File: config.mk
export PLATFORM = sky130hd
export DESIGN_NAME = decaying_range_tracker
export DESIGN_NICKNAME = d
export VERILOG_FILES = /design/src/drt_pkg.sv /design/src/drt_in_reg.sv /design/src/drt_update.sv /design/src/decaying_range_tracker.sv
export SDC_FILE = /design/constraint.sdc
export NUM_CORES = 2
export LEC_CHECK = 0
export BUFFER_PORTS_ARGS = -buffer_cell sky130_fd_sc_hd__buf_2
export CAP_MARGIN = 20
export CORE_UTILIZATION = 60
export CTS_CLUSTER_SIZE = 40
export DETAILED_ROUTE_END_ITERATION = 10
export PLACE_DENSITY = 0.77
export SETUP_SLACK_MARGIN = 0.3
export SYNTH_ARGS = -nofsm -noshare
export SYNTH_HDL_FRONTEND = slang
export SYNTH_SLANG_ARGS = --single-unit
File: constraint.sdc
create_clock -name i_clk -period 14.7 [get_ports i_clk]
set_input_delay 2.205 -clock i_clk [delete_from_list [all_inputs] [get_ports i_clk]]
set_output_delay 2.205 -clock i_clk [all_outputs]
set_load 0.01 [all_outputs]
File: src/drt_pkg.sv
// Package with the shared types and constants of the decaying range tracker.
`timescale 1ns / 1ps
`default_nettype none

package drt_pkg;

    localparam int PRICE_WIDTH_DEF  = 32;
    localparam int DECAY_FRAC_DEF   = 16;

    localparam int ACTION_W         = 2;
    localparam int PRICE_FIELD_W    = 32;
    localparam int RESULT_FIELD_W   = 32;
    localparam int CFG_W            = 16;
    localparam int S_TDATA_W        = 32;
    localparam int S_TUSER_W        = 8;
    localparam int M_TDATA_W        = 96;

    localparam logic [CFG_W-1:0] DECAY_RESET = 16'd62259;

    typedef enum logic [ACTION_W-1:0] {
        ACT_TICK      = 2'd0,
        ACT_INTERRUPT = 2'd1,
        ACT_RESUME    = 2'd2
    } t_action;

    typedef struct packed {
        logic [ACTION_W-1:0]      action;
        logic [PRICE_FIELD_W-1:0] price;
        logic                     source_ready;
    } t_item;

    typedef struct packed {
        logic tracking_ready;
        logic paused;
    } t_track;

endpackage

`default_nettype wire

File: src/drt_in_reg.sv
// Input register that holds one accepted word until the update stage takes it.
`timescale 1ns / 1ps
`default_nettype none

module drt_in_reg
    import drt_pkg::*;
(
    input  wire logic                 i_clk,
    input  wire logic                 i_rst_n,
    input  wire logic                 i_s_tvalid,
    input  wire logic [S_TDATA_W-1:0] i_s_tdata,
    input  wire logic [S_TUSER_W-1:0] i_s_tuser,
    input  wire logic                 i_advance,
    output logic                      o_s_tready,
    output logic                      o_valid,
    output t_item                     o_item
);

    logic  r_valid;
    t_item r_item;
    logic  accept;

    assign o_s_tready = !r_valid || i_advance;
    assign accept     = i_s_tvalid && o_s_tready;
    assign o_valid    = r_valid;
    assign o_item     = r_item;

    always_ff @(posedge i_clk) begin
        if (!i_rst_n) begin
            r_valid <= 1'b0;
        end else if (accept) begin
            r_valid <= 1'b1;
        end else if (i_advance) begin
            r_valid <= 1'b0;
        end
    end

    always_ff @(posedge i_clk) begin
        if (accept) begin
            r_item.action       <= i_s_tuser[ACTION_W-1:0];
            r_item.price        <= i_s_tdata[PRICE_FIELD_W-1:0];
            r_item.source_ready <= i_s_tuser[ACTION_W];
        end
    end

endmodule

`default_nettype wire

File: src/drt_update.sv
// Next-state logic: envelope compare and decay, pause control and result flag.
`timescale 1ns / 1ps
`default_nettype none

module drt_update
    import drt_pkg::*;
#(
    parameter int PRICE_WIDTH         = PRICE_WIDTH_DEF,
    parameter int DECAY_FRACTION_BITS = DECAY_FRAC_DEF
) (
    input  t_item                       i_item,
    input  t_track                      i_ctrl,
    input  wire logic [PRICE_WIDTH-1:0] i_upper,
    input  wire logic [PRICE_WIDTH-1:0] i_lower,
    input  wire logic [CFG_W-1:0]       i_decay,
    output t_track                      o_ctrl,
    output logic [PRICE_WIDTH-1:0]      o_upper,
    output logic [PRICE_WIDTH-1:0]      o_lower,
    output logic                        o_emit
);

    localparam int PROD_W = PRICE_WIDTH + DECAY_FRACTION_BITS + 1;
    localparam logic [DECAY_FRACTION_BITS:0] ONE_Q = {1'b1, {DECAY_FRACTION_BITS{1'b0}}};

    logic [PRICE_WIDTH-1:0]         price;
    logic [DECAY_FRACTION_BITS-1:0] d;
    logic [DECAY_FRACTION_BITS:0]   w_up;
    logic [DECAY_FRACTION_BITS:0]   w_lo;
    logic [PRICE_WIDTH-1:0]         diff_up;
    logic [PRICE_WIDTH-1:0]         diff_lo;
    logic [PROD_W-1:0]              prod_up;
    logic [PROD_W-1:0]              prod_lo;
    logic [PRICE_WIDTH-1:0]         dec_up;
    logic [PRICE_WIDTH-1:0]         dec_lo;

    assign price   = PRICE_WIDTH'(i_item.price);
    assign d       = DECAY_FRACTION_BITS'(i_decay);
    assign w_up    = {1'b0, d};
    assign w_lo    = ONE_Q - w_up;
    assign diff_up = i_upper - price;
    assign diff_lo = price - i_lower;
    assign prod_up = PROD_W'(diff_up) * PROD_W'(w_up);
    assign prod_lo = PROD_W'(diff_lo) * PROD_W'(w_lo);
    assign dec_up  = price + PRICE_WIDTH'(prod_up >> DECAY_FRACTION_BITS);
    assign dec_lo  = i_lower + PRICE_WIDTH'(prod_lo >> DECAY_FRACTION_BITS);

    always_comb begin
        o_ctrl  = i_ctrl;
        o_upper = i_upper;
        o_lower = i_lower;
        o_emit  = 1'b0;
        case (t_action'(i_item.action))
            ACT_INTERRUPT: begin
                o_ctrl.paused = 1'b1;
            end
            ACT_RESUME: begin
                o_ctrl.paused = 1'b0;
            end
            ACT_TICK: begin
                if (!i_ctrl.tracking_ready) begin
                    // The first usable price seeds both envelopes, even while paused.
                    if (i_item.source_ready) begin
                        o_ctrl.tracking_ready = 1'b1;
                        o_upper               = price;
                        o_lower               = price;
                    end
                end else if (!i_ctrl.paused) begin
                    o_upper = (price > i_upper) ? price : dec_up;
                    o_lower = (price < i_lower) ? price : dec_lo;
                    o_emit  = 1'b1;
                end
            end
            default: begin
            end
        endcase
    end

endmodule

`default_nettype wire

File: src/decaying_range_tracker.sv
// Top level of the decaying range tracker: state, configuration and result register.
`timescale 1ns / 1ps
`default_nettype none

// The block takes one word per clock cycle while the input register can advance; on an
// updating time tick it returns the spread and both envelopes: the word waits in the
// input register while the compare and multiply-add of each envelope settle, and the
// result register and the envelope state take the outcome as the word advances, so the
// next word can follow at once. Interrupt, resume and seeding ticks produce no output
// word. A held output word stalls the input only once the input register is also full.

module decaying_range_tracker
    import drt_pkg::*;
#(
    parameter int PRICE_WIDTH         = PRICE_WIDTH_DEF,
    parameter int DECAY_FRACTION_BITS = DECAY_FRAC_DEF
) (
    input  wire logic                 i_clk,
    input  wire logic                 i_rst_n,
    input  wire logic                 i_s_tvalid,
    output logic                      o_s_tready,
    input  wire logic [S_TDATA_W-1:0] i_s_tdata,  // [31:0] price
    input  wire logic [S_TUSER_W-1:0] i_s_tuser,  // [1:0] action, [2] source_ready
    output logic                      o_m_tvalid,
    input  wire logic                 i_m_tready,
    output logic [M_TDATA_W-1:0]      o_m_tdata,  // [31:0] range_value,
                                                  // [63:32] upper_envelope,
                                                  // [95:64] lower_envelope
    input  wire logic                 i_cfg_valid,
    output logic                      o_cfg_ready,
    input  wire logic [CFG_W-1:0]     i_cfg_data
);

    logic [CFG_W-1:0]       r_decay;
    logic [PRICE_WIDTH-1:0] r_upper;
    logic [PRICE_WIDTH-1:0] r_lower;
    t_track                 r_ctrl;
    logic                   r_out_valid;
    logic [M_TDATA_W-1:0]   r_out_data;

    logic [PRICE_WIDTH-1:0] n_upper;
    logic [PRICE_WIDTH-1:0] n_lower;
    t_track                 n_ctrl;
    logic                   emit;
    logic                   in_valid;
    t_item                  in_item;
    logic                   advance;
    logic [PRICE_WIDTH-1:0] spread;

    assign o_cfg_ready = 1'b1;
    assign advance     = in_valid && (!r_out_valid || i_m_tready);
    assign spread      = n_upper - n_lower;
    assign o_m_tvalid  = r_out_valid;
    assign o_m_tdata   = r_out_data;

    drt_in_reg u_in_reg (
        .i_clk      (i_clk),
        .i_rst_n    (i_rst_n),
        .i_s_tvalid (i_s_tvalid),
        .i_s_tdata  (i_s_tdata),
        .i_s_tuser  (i_s_tuser),
        .i_advance  (advance),
        .o_s_tready (o_s_tready),
        .o_valid    (in_valid),
        .o_item     (in_item)
    );

    drt_update #(
        .PRICE_WIDTH         (PRICE_WIDTH),
        .DECAY_FRACTION_BITS (DECAY_FRACTION_BITS)
    ) u_update (
        .i_item  (in_item),
        .i_ctrl  (r_ctrl),
        .i_upper (r_upper),
        .i_lower (r_lower),
        .i_decay (r_decay),
        .o_ctrl  (n_ctrl),
        .o_upper (n_upper),
        .o_lower (n_lower),
        .o_emit  (emit)
    );

    always_ff @(posedge i_clk) begin
        if (!i_rst_n) begin
            r_decay     <= DECAY_RESET;
            r_upper     <= '0;
            r_lower     <= '0;
            r_ctrl      <= '0;
            r_out_valid <= 1'b0;
        end else begin
            if (i_cfg_valid) begin
                r_decay <= i_cfg_data;
            end
            if (advance) begin
                r_upper <= n_upper;
                r_lower <= n_lower;
                r_ctrl  <= n_ctrl;
            end
            if (advance && emit) begin
                r_out_valid <= 1'b1;
            end else if (i_m_tready) begin
                r_out_valid <= 1'b0;
            end
        end
    end

    always_ff @(posedge i_clk) begin
        if (advance && emit) begin
            r_out_data <= {RESULT_FIELD_W'(n_lower), RESULT_FIELD_W'(n_upper),
                           RESULT_FIELD_W'(spread)};
        end
    end

    a_env_order: assert property (@(posedge i_clk) disable iff (!i_rst_n)
        r_upper >= r_lower)
        else $error("upper envelope fell below lower envelope");

    a_ready_sticky: assert property (@(posedge i_clk) disable iff (!i_rst_n)
        r_ctrl.tracking_ready |=> r_ctrl.tracking_ready)
        else $error("tracking ready flag cleared without reset");

    a_out_after_ready: assert property (@(posedge i_clk) disable iff (!i_rst_n)
        o_m_tvalid |-> r_ctrl.tracking_ready)
        else $error("result word before envelopes were seeded");

    a_out_spread: assert property (@(posedge i_clk) disable iff (!i_rst_n)
        o_m_tvalid |-> (o_m_tdata[31:0] == o_m_tdata[63:32] - o_m_tdata[95:64]))
        else $error("result spread does not match envelopes");

    a_empty_ready: assert property (@(posedge i_clk) disable iff (!i_rst_n)
        !in_valid |-> o_s_tready)
        else $error("input stalled with an empty input register");

endmodule

`default_nettype wire
* Word-level counts from Yosys, hierarchy flattened
Index checks and enable logic that the tools add are counted.
W data, S select, Z words.
** Word-level totals
- Register bits after elaboration :: 215
- Input bits :: 61
- Output and inout port bits :: 99
- Logic and storage cells :: 56
** Cells by class
- Add/subtract/negate cells :: 6
- Multipliers :: 2
- $lt $le $gt $ge :: 2
- Eq/ne operators :: 2
- Mux-type cells :: 20
- Reductions and logical operators :: 13
** Operators with widths (number)
- $mux W32 :: 10
- $sub A32 B32 Y32 :: 3
- $add A32 B32 Y32 :: 2
- $mul A32 B16 Y48 :: 1
- $mul A32 B17 Y48 :: 1
- $gt A32 B32 Y1 :: 1
- $lt A32 B32 Y1 :: 1
- $sub A17 B16 Y17 const A :: 1
- $mux W1 :: 9
- $reduce_bool A2 Y1 :: 3
- $reduce_and A2 Y1 :: 2
- $logic_and A1 B1 Y1 :: 3
- $eq A2 B1 Y1 const B :: 1
- $eq A2 B2 Y1 const B :: 1
- $logic_not A1 Y1 :: 2
- $logic_not A2 Y1 :: 1
- $logic_or A1 B1 Y1 :: 2
- $pmux W1 S2 :: 1

* Longest topological paths before layout
- Word-level depth :: 8
- Gate-level depth with buffers :: 65
- Depth with buffers taken out :: 64

* Modules after synthesis
A second synthesis with hierarchy kept.
** Unflattened totals
- Cells, all modules :: 5776
- Area total of the unflattened synthesis :: 49497.5 um^2
** Modules (own cells, without submodules)
- drt_update :: times used 1, cells each 5021, area an instance 40681.5 um^2, sequential area each 0.0 um^2
- decaying_range_tracker :: times used 1, cells each 715, area an instance 7707.4 um^2, sequential area each 4544.4 um^2
- drt_in_reg :: times used 1, cells each 40, area an instance 1108.6 um^2, sequential area each 1071.0 um^2

* Least setup slack after synthesis
OpenSTA, ideal clock, no wires.
- Kind :: reg2reg
- Start point :: register, netlist name u_in_reg.o_item[2]
- End point :: register r_out_data[29] (netlist: o_m_tdata[29]), data pin
- Arrival :: 12.722 ns
- Required time :: 14.438 ns
- Path slack :: 1.716 ns
- Cell stages (with the launch flop) :: 65
- Period minus slack after synthesis :: 12.984 ns
- Cell sequence :: edfxtp_1 -> inv_1 -> ha_1 -> nor2b_1 -> o21ai_0 -> a21boi_1 -> o21ai_0 -> a21boi_0 -> o21ai_1 -> nand2b_1 -> nand2_1 -> nand2_1 -> a21o_1 -> a21o_1 -> a21oi_1 -> xnor2_1 -> clkbuf_1 -> nand2_1 -> (+29 left out) -> a21oi_1 -> xor2_1 -> o21ai_0 -> a221oi_1 -> a21oi_1 -> ha_1 -> inv_1 -> o21bai_1 -> a21o_1 -> a21o_1 -> o31a_1 -> o21ai_0 -> nand3_2 -> and4_4 -> a221oi_4 -> maj3_4 -> o21bai_1 -> xor2_1
** Between the ends
- Word-level cells in the longest chain between the ends :: 8
** Ends and longest elaborated chain
- $sub A32 B32 Y32 :: RTL line drt_update.sv:40 : assign diff_up = i_upper - price;
- $mul A32 B16 Y48 :: RTL line drt_update.sv:42 : assign prod_up = PROD_W'(diff_up) * PROD_W'(w_up);
- $add A32 B32 Y32 :: RTL line drt_update.sv:44 : assign dec_up = price + PRICE_WIDTH'(prod_up >> DECAY_FRACTION_BITS);
- $mux W32 (*) :: RTL line drt_update.sv:68 : o_upper = (price > i_upper) ? price : dec_up;
- $mux W32 (*) :: RTL line drt_update.sv:67 : end else if (!i_ctrl.paused) begin
- $mux W32 (*) :: RTL line drt_update.sv:60 : if (!i_ctrl.tracking_ready) begin
- $mux W32 (*) :: RTL line drt_update.sv:52 : case (t_action'(i_item.action))
- named net n_upper[18] :: RTL line decaying_range_tracker.sv:41 : logic [PRICE_WIDTH-1:0] n_upper;
- $sub A32 B32 Y32 (*) :: RTL line decaying_range_tracker.sv:52 : assign spread = n_upper - n_lower;
- named net spread[29] :: RTL line decaying_range_tracker.sv:48 : logic [PRICE_WIDTH-1:0] spread;
- to (signal assigned) :: RTL line decaying_range_tracker.sv:109 : r_out_data <= {RESULT_FIELD_W'(n_lower), RESULT_FIELD_W'(n_upper),
- to (decl) :: RTL line decaying_range_tracker.sv:39 : logic [M_TDATA_W-1:0] r_out_data;
The timed path passes the listed nets; every way through them passes the cells marked *.
A chain may end at the register's enable or synchronous reset.

* Final worst setup path
- Start point :: register, netlist name u_in_reg.o_item[2]
- End point :: register r_out_data[29] (netlist: o_m_tdata[29]), data pin
** Between the ends
- Word-level cells in the longest chain between the ends :: 8
** Ends and longest elaborated chain (RTL line)
- $sub A32 B32 Y32 :: drt_update.sv:40
- $mul A32 B16 Y48 :: drt_update.sv:42
- $add A32 B32 Y32 :: drt_update.sv:44
- $mux W32 (*) :: drt_update.sv:68
- $mux W32 (*) :: drt_update.sv:67
- $mux W32 (*) :: drt_update.sv:60
- $mux W32 (*) :: drt_update.sv:52
- named net n_upper[10] :: decaying_range_tracker.sv:41
- $sub A32 B32 Y32 (*) :: decaying_range_tracker.sv:52
- named net spread[29] :: decaying_range_tracker.sv:48
Marked as above.

==> summary.txt <==
Main area contributors after synthesis = fa_1 (35%), ha_1 (10%), inv_1 (8.5%), edfxtp_1 (8.0%), nand2_1 (5.8%)
Vias/cell = 5.91
Synth Cell Area = 49,400 µm²
Max FO, Critical Path = 7
Core Footprint = 80,900 µm²
Status = finished, final reports clean
CP top delay family = compound AO/OA/AOI/OAI gates
Drt first-iter violations = 3,897
Net count, final = 7,182
Post-route insts no fill = 6,938
Slew HR = 23.1%
CP arrival = 14.25 ns
Finish-stage setup viols = 0
DRT Wirelength = 147 mm
CTS Sinks = 215
Total GRT Usage = 36.0%
Die Y = 289 µm
IO Pins = 160
Setup crit start kind = flip-flop
Max Root-Sink Buffers = 3
Worst Path Required = 15.02 ns
MaxCap Viol Count = 0
Netlist cell types = 93
Slew @ Worst Pin = 1.15 ns
Synth Flop Type = edfxtp_1
Worst skew pair latency = 0.57 ns
Htree depth = 1
Post-synth EDFFs = 131
Wire per inst = 21.1 µm
WS Path Type = flip-flop to flip-flop
Overflow after GRT = 0
Hold-fix buffers, CTS = 0
Critical Path End Type = flip-flop
Drt first pass iters = 8
Worst path bufs/invs = 5
DRC violations left = 0
CTS clk-pin slew, worst paths = 0.07 ns
CTS tree = yes
Worst min path class = flip-flop to flip-flop
Initial Util = 61.0%
Synthesis-to-layout area growth = 7.14%
Vias in the first global route = 41,800
Die width = 289 µm
Post-DRT Antenna Nets = 0
Yosys reg bits = 215
Post-synthesis cell count = 5,800
CP max stage cell = fa_1
Hold slack = 0.536 ns
Fin crit share = 94.8%
HPWL after DPL = 117 mm
Share of layout cells above drive strength 1 = 8.24%
Die Area = 83,400 µm²
FP Rows = 104
Register area share after synthesis = 11.4%
Avg Inst Size Synth = 8.51 µm²
Final TNS setup = 0 ns
Number of port buffers = 153
CP peak stage delay = 0.55 ns
First-pass GRT wire length = 231 mm
Most frequent cells in the layout = inv_1 (1,116), fa_1 (868), nand2_1 (766)
RSZ-0062 raised after global routing = true
Root Buffer = clkbuf_16
Worst Skew = 0.0146 ns
CTS buffer count = 25
Gpl congestion = 1.01
Syn_nets = 7,124
Initial antenna violation count = 1
YS warnings = 0
Post-synth ARST share = 0%
Cells after DPL = 6,885
Most common cell on crit path = fa_1
Max Freq = 71.7 MHz
Slew Limit Fails = 0
Area leader, netlist = fa_1
Most common cell after layout, fill and taps aside = inv_1
Largest net degree at the start of global routing = 86
Yosys top cell area share = 35.2%
Vias = 41,000
Hold Fails Final Rpt = 0
Min cycle time layout = 13.94 ns
[worst reg2reg max path, delay by kind of cell, from the launching register on]
family | cells | cell delay [ns]
compound gates | 27 | 5.31
xor+xnor | 4 | 0.72
buf+inv | 5 | 0.52
flops | 1 | 0.41
simple gates | 11 | 1.81
fa+ha+maj | 12 | 4.91
[worst paths after layout]
check | start | to | slack, ns | cells past startpoint
hold / removal | r_lower[25]$_SDFFE_PN0P_ | r_lower[25]$_SDFFE_PN0P_ | 0.54 | 2
setup / recovery | u_in_reg.o_item[2]$_DFFE_PP_ | o_m_tdata[29]$_DFFE_PP_ | 0.76 | 59
hold reg to reg | r_lower[25]$_SDFFE_PN0P_ | r_lower[25]$_SDFFE_PN0P_ | 0.54 | 2
setup reg to reg | u_in_reg.o_item[2]$_DFFE_PP_ | o_m_tdata[29]$_DFFE_PP_ | 0.76 | 59
[sequential cells by signal, indices dropped and copies added, names as in the netlist]
register          cells
r_decay              16
r_upper              32
r_ctrl                2
o_m_tvalid            1
u_in_reg.o_valid      1
o_m_tdata            96
r_lower              32
u_in_reg.o_item      35
[Yosys cell counts (13+ instances only)]
| master | number |
|---|---|
| a211oi_1 | 84 |
| a21o_1 | 117 |
| a21oi_1 | 287 |
| a31oi_1 | 28 |
| and2_1 | 209 |
| clkbuf_1 | 260 |
| dfxtp_1 | 84 |
| edfxtp_1 | 131 |
| fa_1 | 868 |
| ha_1 | 395 |
| inv_1 | 1118 |
| mux2_2 | 20 |
| mux2i_1 | 35 |
| nand2_1 | 767 |
| nand2b_1 | 50 |
| nand3_1 | 34 |
| nand4_1 | 17 |
| nor2_1 | 491 |
| nor2b_1 | 57 |
| nor3_1 | 57 |
| o211ai_1 | 16 |
| o21a_1 | 40 |
| o21ai_0 | 135 |
| o21bai_1 | 25 |
| o31ai_1 | 13 |
| or3_1 | 15 |
| xnor2_1 | 153 |
| xor2_1 | 69 |
[cells by family after synthesis]
kind of cell    count (synthesis)  synth area share [%]
mux                            55                  1.17
compound gates                876                  11.5
simple gates                 1768                  16.0
flops                         215                  11.4
xor+xnor                      223                  3.99
buf+inv                      1397                  10.6
other cells                     1               0.00760
fa+ha+maj                    1265                  45.3
[timing repair]
item / CTS / global route
gates resized for setup: 6 / 62
endpoints found under the setup margin: 2 / 9
setup buffers: 0 / 6
pin swaps: 0 / 4
[area by class of cell]
| type | instances | area [µm²] |
|---|---|---|
| Tap cell | 1060 | 1330 |
| Antenna cell | 1 | 2.50 |
| Multi-Input combinational cell | 4188 | 39000 |
| Fill cell | 6742 | 28100 |
| Clock buffer | 31 | 679 |
| Clock inverter | 15 | 143 |
| Inverter | 1122 | 4210 |
| Timing Repair Buffer | 306 | 1930 |
| Sequential cell | 215 | 5620 |
[routing by layer]
layer / track usage, % / part of all wire, % / vias up
li1: - / - / 18200
met1: 48.4 / 39 / 20200
met2: 55.9 / 44 / 2117
met3: 7.57 / 11 / 429
met4: 16.8 / 5.6 / 2
met5: 0 / 0.0082 / -
[stage by stage]
step	cell area, µm²	setup WS (ns)	utilization (%)
detailed placement	51700	0.0652	63.9
global route	52900	0.119	65.3
global placement	51700	0.371	63.9
finish	52900	0.761	65.3
floorplan	49400	1.72	-
CTS	52500	0.332	64.9
Power is left out: the tool's default activity adds up to more than one toggle a clock period on the data nets, which glitch-free logic cannot reach.
